### config.mk
export PLATFORM = sky130hd
export DESIGN_NAME = spme_ram
export DESIGN_NICKNAME = d
export VERILOG_FILES = /design/src/rtl/spme_ram.sv
export SDC_FILE = /design/constraint.sdc
export NUM_CORES = 1
export LEC_CHECK = 0
export BUFFER_PORTS_ARGS = -buffer_cell sky130_fd_sc_hd__buf_2
export CAP_MARGIN = 40
export CORE_MARGIN = 2
export CORE_UTILIZATION = 40
export DETAILED_ROUTE_END_ITERATION = 7
export PLACE_DENSITY = 0.57
export SYNTH_ARGS = -nofsm -noshare
export SYNTH_HDL_FRONTEND = slang
export SYNTH_SLANG_ARGS = --single-unit
### constraint.sdc
create_clock -name clk -period 1.5 [get_ports clk]
set_input_delay 0 -clock clk [delete_from_list [all_inputs] [get_ports clk]]
set_output_delay 0 -clock clk [all_outputs]
set_load 0.05 [all_outputs]
### src/rtl/spme_ram.sv
// generic single-write, single-read ram with registered read data
// no dependencies
`default_nettype none
module spme_ram #(
  parameter int unsigned WIDTH = 8,
  parameter int unsigned DEPTH = 16
) (
  input  wire logic                     clk,
  input  wire logic                     we,
  input  wire logic [$clog2(DEPTH)-1:0] waddr,
  input  wire logic [WIDTH-1:0]         wdata,
  input  wire logic [$clog2(DEPTH)-1:0] raddr,
  output logic      [WIDTH-1:0]         rdata
);

  logic [WIDTH-1:0] mem [DEPTH];

  always_ff @(posedge clk) begin
    if (we) begin
      mem[waddr] <= wdata;
    end
    rdata <= mem[raddr];
  end

endmodule
`default_nettype wire

==> flow_metrics.py, run 1 <==
metrics = {
    "run_status": {
        "status": "finished, final reports clean",
    },
    "cells_and_area": {
        "final_util_pct": 49.6,
        "drive_above_1_share_pct": 31.2,
        "fillerInstances": 1016,
        "diodes": 0,
        "area_growth_pct": 21.1,
        "final_nets": 313,
    },
    "timing": {
        "setup_tns_ns": 0,
        "worst_pin_slew_ns": 0.792,
        "final-setup-viol-count": 0,
        "fmax_mhz": 734,
        "drv_slew": 0,
        "relSlewSlack_pct": 47.1,
        "setup_ws_ns": 0.138,
        "fin_crit_ns": 1.36,
        "fin_crit_sh_pct": 90.8,
        "finalHoldViolations": 0,
        "rsz0062_at_grt": "no",
        "fin_skew_ns": 0.00995,
    },
    "worst_setup_path": {
        "r2r-start": "mem[5][2]$_DFFE_PP_",
        "crit_end": "rdata[2]$_DFF_P_",
        "r2r_cells": 3,
        "crit_arrival_ns": 1.65,
        "reg2reg_setup_slack_ns": 0.14,
        "crit_fanout": 1,
        "start_kind": "flop",
        "crit_type": "reg2reg",
        "cp.required_ns": 1.78,
        "crit_path_start": "mem[5][2]$_DFFE_PP_",
        "end_kind": "flop",
        "r2r-end": "rdata[2]$_DFF_P_",
    },
    "detailed_routing": {
        "wirelength_mm": 9.92,
        "wl_per_cell_um": 20.7,
        "drt_first_iter_violations": 215,
        "ant_nets": 0,
        "drc": 0,
        "viasPerCell": 5.09,
        "num_vias": 2443,
        "drt_pass1_iterations": 5,
    },
    "yosys": {
        "async_reset_ff_share_pct": 0,
        "yosysTopAreaCellShare_pct": 74.7,
        "yosysMostFrequentCell": "edfxtp_1",
        "synthTopCellsByArea": "edfxtp_1, mux4_2, mux4_1, dfxtp_1, a22oi_1",
        "ys.warnings.count": 0,
        "postSynthAreaPerCell_um2": 22.5,
        "synth_area_um2": 5150,
        "syn_inst": 229,
        "yosysUniqueCellTypes": 19,
        "synth-seq-cells": 136,
        "yosys.area.top_type": "edfxtp_1",
        "yosys_most_used_dff": "edfxtp_1",
        "yosys-top-cells-count": "edfxtp_1, mux4_2, a22oi_1",
        "syn_nets": 247,
        "synth_edf_count": 128,
        "ys_seq_area_share_pct": 77.8,
    },
    "floorplan": {
        "dieWidth_um": 117,
        "design.portCount": 26,
        "core_um2": 12600,
        "start_util_pct": 41.0,
        "fp.dieArea_um2": 13800,
        "die_h_um": 117,
        "rows": 41,
    },
    "global_route": {
        "grt_util_all_layers_pct": 15.2,
        "grt-ovfl-total": 0,
        "grt_pass1_wl_mm": 15.0,
        "grt_util_met2_pct": 23.6,
        "first_global_vias": 2543,
        "gr-usage-met1_pct": 20.8,
        "grt_use_met3_pct": 3.50,
        "grt-busiest-layer": "met2",
        "grt_max_degree": 33,
        "antenna_found_initial": 0,
    },
    "clock_tree": {
        "h-tree-depth": 4,
        "clk_pin_slew_worst_paths_ns": 0.06,
        "cts-root-buf": "clkbuf_16",
        "cts_buffer_depth": 2,
        "cts.sinks": 136,
        "post-cts-setup-buffers": 0,
        "cts_resized": 0,
        "numCtsBuffers": 17,
        "cts_tree": "yes",
        "clkLatencyLatePin_ns": 0.41,
        "cts_hold_buf": 8,
    },
    "pwr": {
        "power.leakage_nw": 2.13,
        "p_per_area_nw_per_um2": 1360,
        "irDropWorstVdd_mv": 0.752,
    },
    "place": {
        "post-dp-hpwl_mm": 6.38,
        "globalplace.congestion": 0.716,
        "io_buffers": 25,
        "dp_slack_ns": 0.0161,
    },
    "job": {
        "drv_cap": 0,
    },
    "hold_path": {
        "hold_path_class": "in2reg",
    },
}
[critical path, cell delays in order (launching register included)]
cell      delay (ns)
edfxtp_1        0.35
mux4_1          0.55
a22oi_1         0.26
nand2_1         0.08
[cell usage in the layout (no fill, tap or decap), drive strengths merged, types with 2 or more instances in the layout]
| cell | netlist | final |
|---|---|---|
| nor2 | 13 | 13 |
| edfxtp | 128 | 128 |
| mux4 | 32 | 32 |
| dfxtp | 8 | 8 |
| dlygate4sd3 | 0 | 8 |
| clkinv | 0 | 8 |
| clkinvlp | 0 | 2 |
| nand2 | 9 | 9 |
| nand3b | 2 | 2 |
| nand2b | 2 | 2 |
| nor3 | 4 | 4 |
| clkbuf | 0 | 21 |
| buf | 7 | 49 |
| a22oi | 16 | 16 |
[cell families after synthesis]
kind of cell,count (synthesis),synth area share [%]
muxes,32,15.0
and+or+nand+nor,35,3.18
buffers and inverters,10,1.68
AOI/OAI and AO/OA,16,2.33
DFF,136,77.8
[stage by stage]
stage	area [um2]	instances	hold slack, ns	power (W)
CTS	6230	480	0.142	0.00856
global route	6230	480	0.174	0.00875
detailed placement	5620	440	0.398	0.00485
finish	6230	480	0.159	0.00848
global placement	5620	440	0.386	0.00484
floorplan	5150	229	0.0989	0.00465
[worst min-delay path by stage]
stage / from / cells past startpoint / to
after floorplan: wdata[0] / 0 / mem[0][0]$_DFFE_PP_
after global placement: wdata[1] / 1 / mem[1][1]$_DFFE_PP_
after detailed placement: wdata[1] / 1 / mem[6][1]$_DFFE_PP_
after CTS: waddr[1] / 3 / mem[4][2]$_DFFE_PP_
after global routing: waddr[1] / 3 / mem[4][1]$_DFFE_PP_
final: waddr[0] / 3 / mem[0][4]$_DFFE_PP_
[area by class of cell]
type	instances	area, um2	area share [%]
multi-input cells	83	1060	17.0
clock buffers	21	450	7.23
well taps	172	215	3.45
clock inverters	11	83.8	1.34
repair buffers	57	423	6.78
flip-flops and latches	136	4000	64.2
[power by group]
group          switching, W  internal, W  leakage, nW  total (W)
Clock               0.00142      0.00229        0.264    0.00371
Sequential        0.0000239      0.00425         1.22    0.00427
Combinational      0.000308     0.000193        0.644   0.000502
[routing by layer]
| layer | part of all wire [%] | routed length, um |
|---|---|---|
| met1 | 46 | 4520 |
| met3 | 4.3 | 427 |
| met4 | 1.2 | 122 |
| met2 | 49 | 4850 |
| met5 | 0 | 0 |
[registers in the layout (all words and copies together), names as in the netlist]
register  count
rdata         8
mem         128
Power figures use the tool's default switching activity.
==> run 2: changes to the inputs <==
--- a/config.mk
+++ b/config.mk
@@ -11,6 +11,8 @@
 export CORE_UTILIZATION = 40
 export DETAILED_ROUTE_END_ITERATION = 7
 export PLACE_DENSITY = 0.57
+export SETUP_SLACK_MARGIN = 0.3
+export SLEW_MARGIN = 20
 export SYNTH_ARGS = -nofsm -noshare
 export SYNTH_HDL_FRONTEND = slang
 export SYNTH_SLANG_ARGS = --single-unit
==> flow_metrics.py, run 2 (synthesized netlist as in run 1, its figures left out) <==
metrics = {
    "global_route": {
        "grt-ovfl-total": 0,
        "first_global_vias": 2589,
        "antenna_found_initial": 0,
        "grt_max_degree": 20,
        "grt_util_all_layers_pct": 15.8,
        "grt_pass1_wl_mm": 15.6,
    },
    "timing": {
        "worst_pin_slew_ns": 0.501,
        "setup_tns_ns": 0,
        "drv_slew": 0,
        "fin_crit_sh_pct": 83.4,
        "finalHoldViolations": 0,
        "fin_crit_ns": 1.25,
        "fin_skew_ns": 0.00514,
        "final-setup-viol-count": 0,
        "fmax_mhz": 799,
        "rsz0062_at_grt": "yes",
        "relSlewSlack_pct": 66.6,
    },
    "clock_tree": {
        "post-cts-setup-buffers": 0,
        "clk_pin_slew_worst_paths_ns": 0.05,
        "cts_tree": "yes",
        "cts.sinks": 136,
        "clkLatencyLatePin_ns": 0.41,
        "cts-root-buf": "clkbuf_16",
        "numCtsBuffers": 17,
        "h-tree-depth": 4,
        "cts_buffer_depth": 2,
    },
    "pwr": {
        "p_per_area_nw_per_um2": 1420,
        "internal_power_w": 0.00722,
        "irDropWorstVdd_mv": 0.672,
        "p_comb_share_pct": 5.9,
        "swShare_pct": 20.0,
        "p_seq_share_pct": 47.3,
        "p_switching_w": 0.00180,
        "power.leakage_nw": 2.13,
        "pwr-share-clk_pct": 46.7,
    },
    "job": {
        "drv_cap": 0,
    },
    "detailed_routing": {
        "wirelength_mm": 9.90,
        "drc": 0,
        "drt_first_iter_violations": 176,
        "wl_per_cell_um": 20.5,
        "drt_pass1_iterations": 4,
        "viasPerCell": 5.05,
        "ant_nets": 0,
        "num_vias": 2435,
    },
    "worst_setup_path": {
        "reg2reg_setup_slack_ns": 0.25,
        "crit_path_start": "mem[6][0]$_DFFE_PP_",
        "cpPeakStageDelay_ns": 0.49,
        "path_depth": 3,
        "start_kind": "flop",
        "cpMaxStageDelayCell": "mux4_2",
        "cp.required_ns": 1.78,
        "r2r_cells": 3,
        "crit_buf_inv": 0,
        "crit_fanout": 1,
        "end_kind": "flop",
        "cp_cell_sequence": "mux4_2 > a22oi_1 > nand2_1",
        "crit_family": "multiplexers",
        "crit_type": "reg2reg",
        "r2r-start": "mem[6][0]$_DFFE_PP_",
        "r2r-end": "rdata[0]$_DFF_P_",
        "crit_arrival_ns": 1.53,
        "crit_end": "rdata[0]$_DFF_P_",
    },
    "place": {
        "placed_cell_area_um2": 5650,
        "post-dp-hpwl_mm": 6.36,
        "io_buffers": 25,
        "globalplace.congestion": 0.810,
        "post-place-cells": 442,
    },
    "floorplan": {
        "die_h_um": 117,
        "design.portCount": 26,
        "fp.dieArea_um2": 13800,
        "start_util_pct": 41.0,
        "rows": 41,
        "core_um2": 12600,
        "dieWidth_um": 117,
    },
    "cells_and_area": {
        "drive_above_1_share_pct": 39.0,
        "largestRegisters": "mem (128), rdata (8)",
        "final_cells": 482,
        "layout_commonest_cell": "edfxtp_1",
        "final_nets": 315,
        "fin_area_um2": 6340,
        "layout_common_cells": "edfxtp_1, mux4_2, buf_2",
        "largest_register": "mem",
        "area_growth_pct": 23.1,
        "largest_reg_flops": 128,
        "diodes": 0,
    },
    "hold_path": {
        "hold_path_class": "in2reg",
    },
    "run_status": {
        "status": "finished, final reports clean",
    },
}
-- run 2: layout make-up --
class                      instances  area (um2)
sequential                       136        4000
multi-input combinational         83        1060
clock buffer                      18         429
timing repair buffer              59         450
fill                            1013        6230
tap                              172         215
clock inverter                    14         181
-- run 2: power groups by stage --
stage               Combinational, W  Clock (W)  Sequential [W]
finish                      0.000534    0.00422         0.00427
global route                0.000576    0.00446         0.00428
CTS                         0.000542    0.00429         0.00427
detailed placement          0.000503          0         0.00435
global placement            0.000495          0         0.00435
floorplan                   0.000216          0         0.00443
-- run 2: layer usage --
layer  GRT usage [%]  wire length, um  vias up
met4            6.33              146        0
met1            21.3             4640     1273
li1                -                -     1097
met5               0                0        -
met3            4.13              268       11
met2            24.5             4850       54
-- run 2: worst min-delay path, cell delays in order --
cell and delay [ns]:
buf_2 0.16, nor3_2 0.06, buf_4 0.17
-- run 2: how the worst min path moves through the flow --
stage,startpoint,to,cells past startpoint
floorplan,wdata[0],mem[0][0]$_DFFE_PP_,0
global placement,wdata[7],mem[7][7]$_DFFE_PP_,1
detailed placement,wdata[0],mem[10][0]$_DFFE_PP_,1
CTS,raddr[1],rdata[2]$_DFF_P_,4
global route,raddr[1],rdata[4]$_DFF_P_,4
finish,waddr[0],mem[0][1]$_DFFE_PP_,3
-- run 2: through the flow --
| step | util [%] | setup WS, ns | total power, W | hold WS (ns) |
|---|---|---|---|---|
| after floorplan | - | 0.234 | 0.00465 | 0.0989 |
| after global placement | 45.0 | 0.0771 | 0.00484 | 0.387 |
| after detailed placement | 45.0 | 0.0898 | 0.00485 | 0.401 |
| after CTS | 50.5 | 0.245 | 0.00911 | 0.150 |
| after global routing | 50.4 | 0.179 | 0.00932 | 0.169 |
| final | 50.4 | 0.249 | 0.00902 | 0.167 |
-- run 2: timing repair --
item / 4_1_cts / 5_1_grt
endpoints found under the hold margin: 128 / 0
resized for setup: 19 / 1
hold buffers: 8 / 0
endpoints found under the setup margin: 8 / 8
pin swaps: 14 / 1
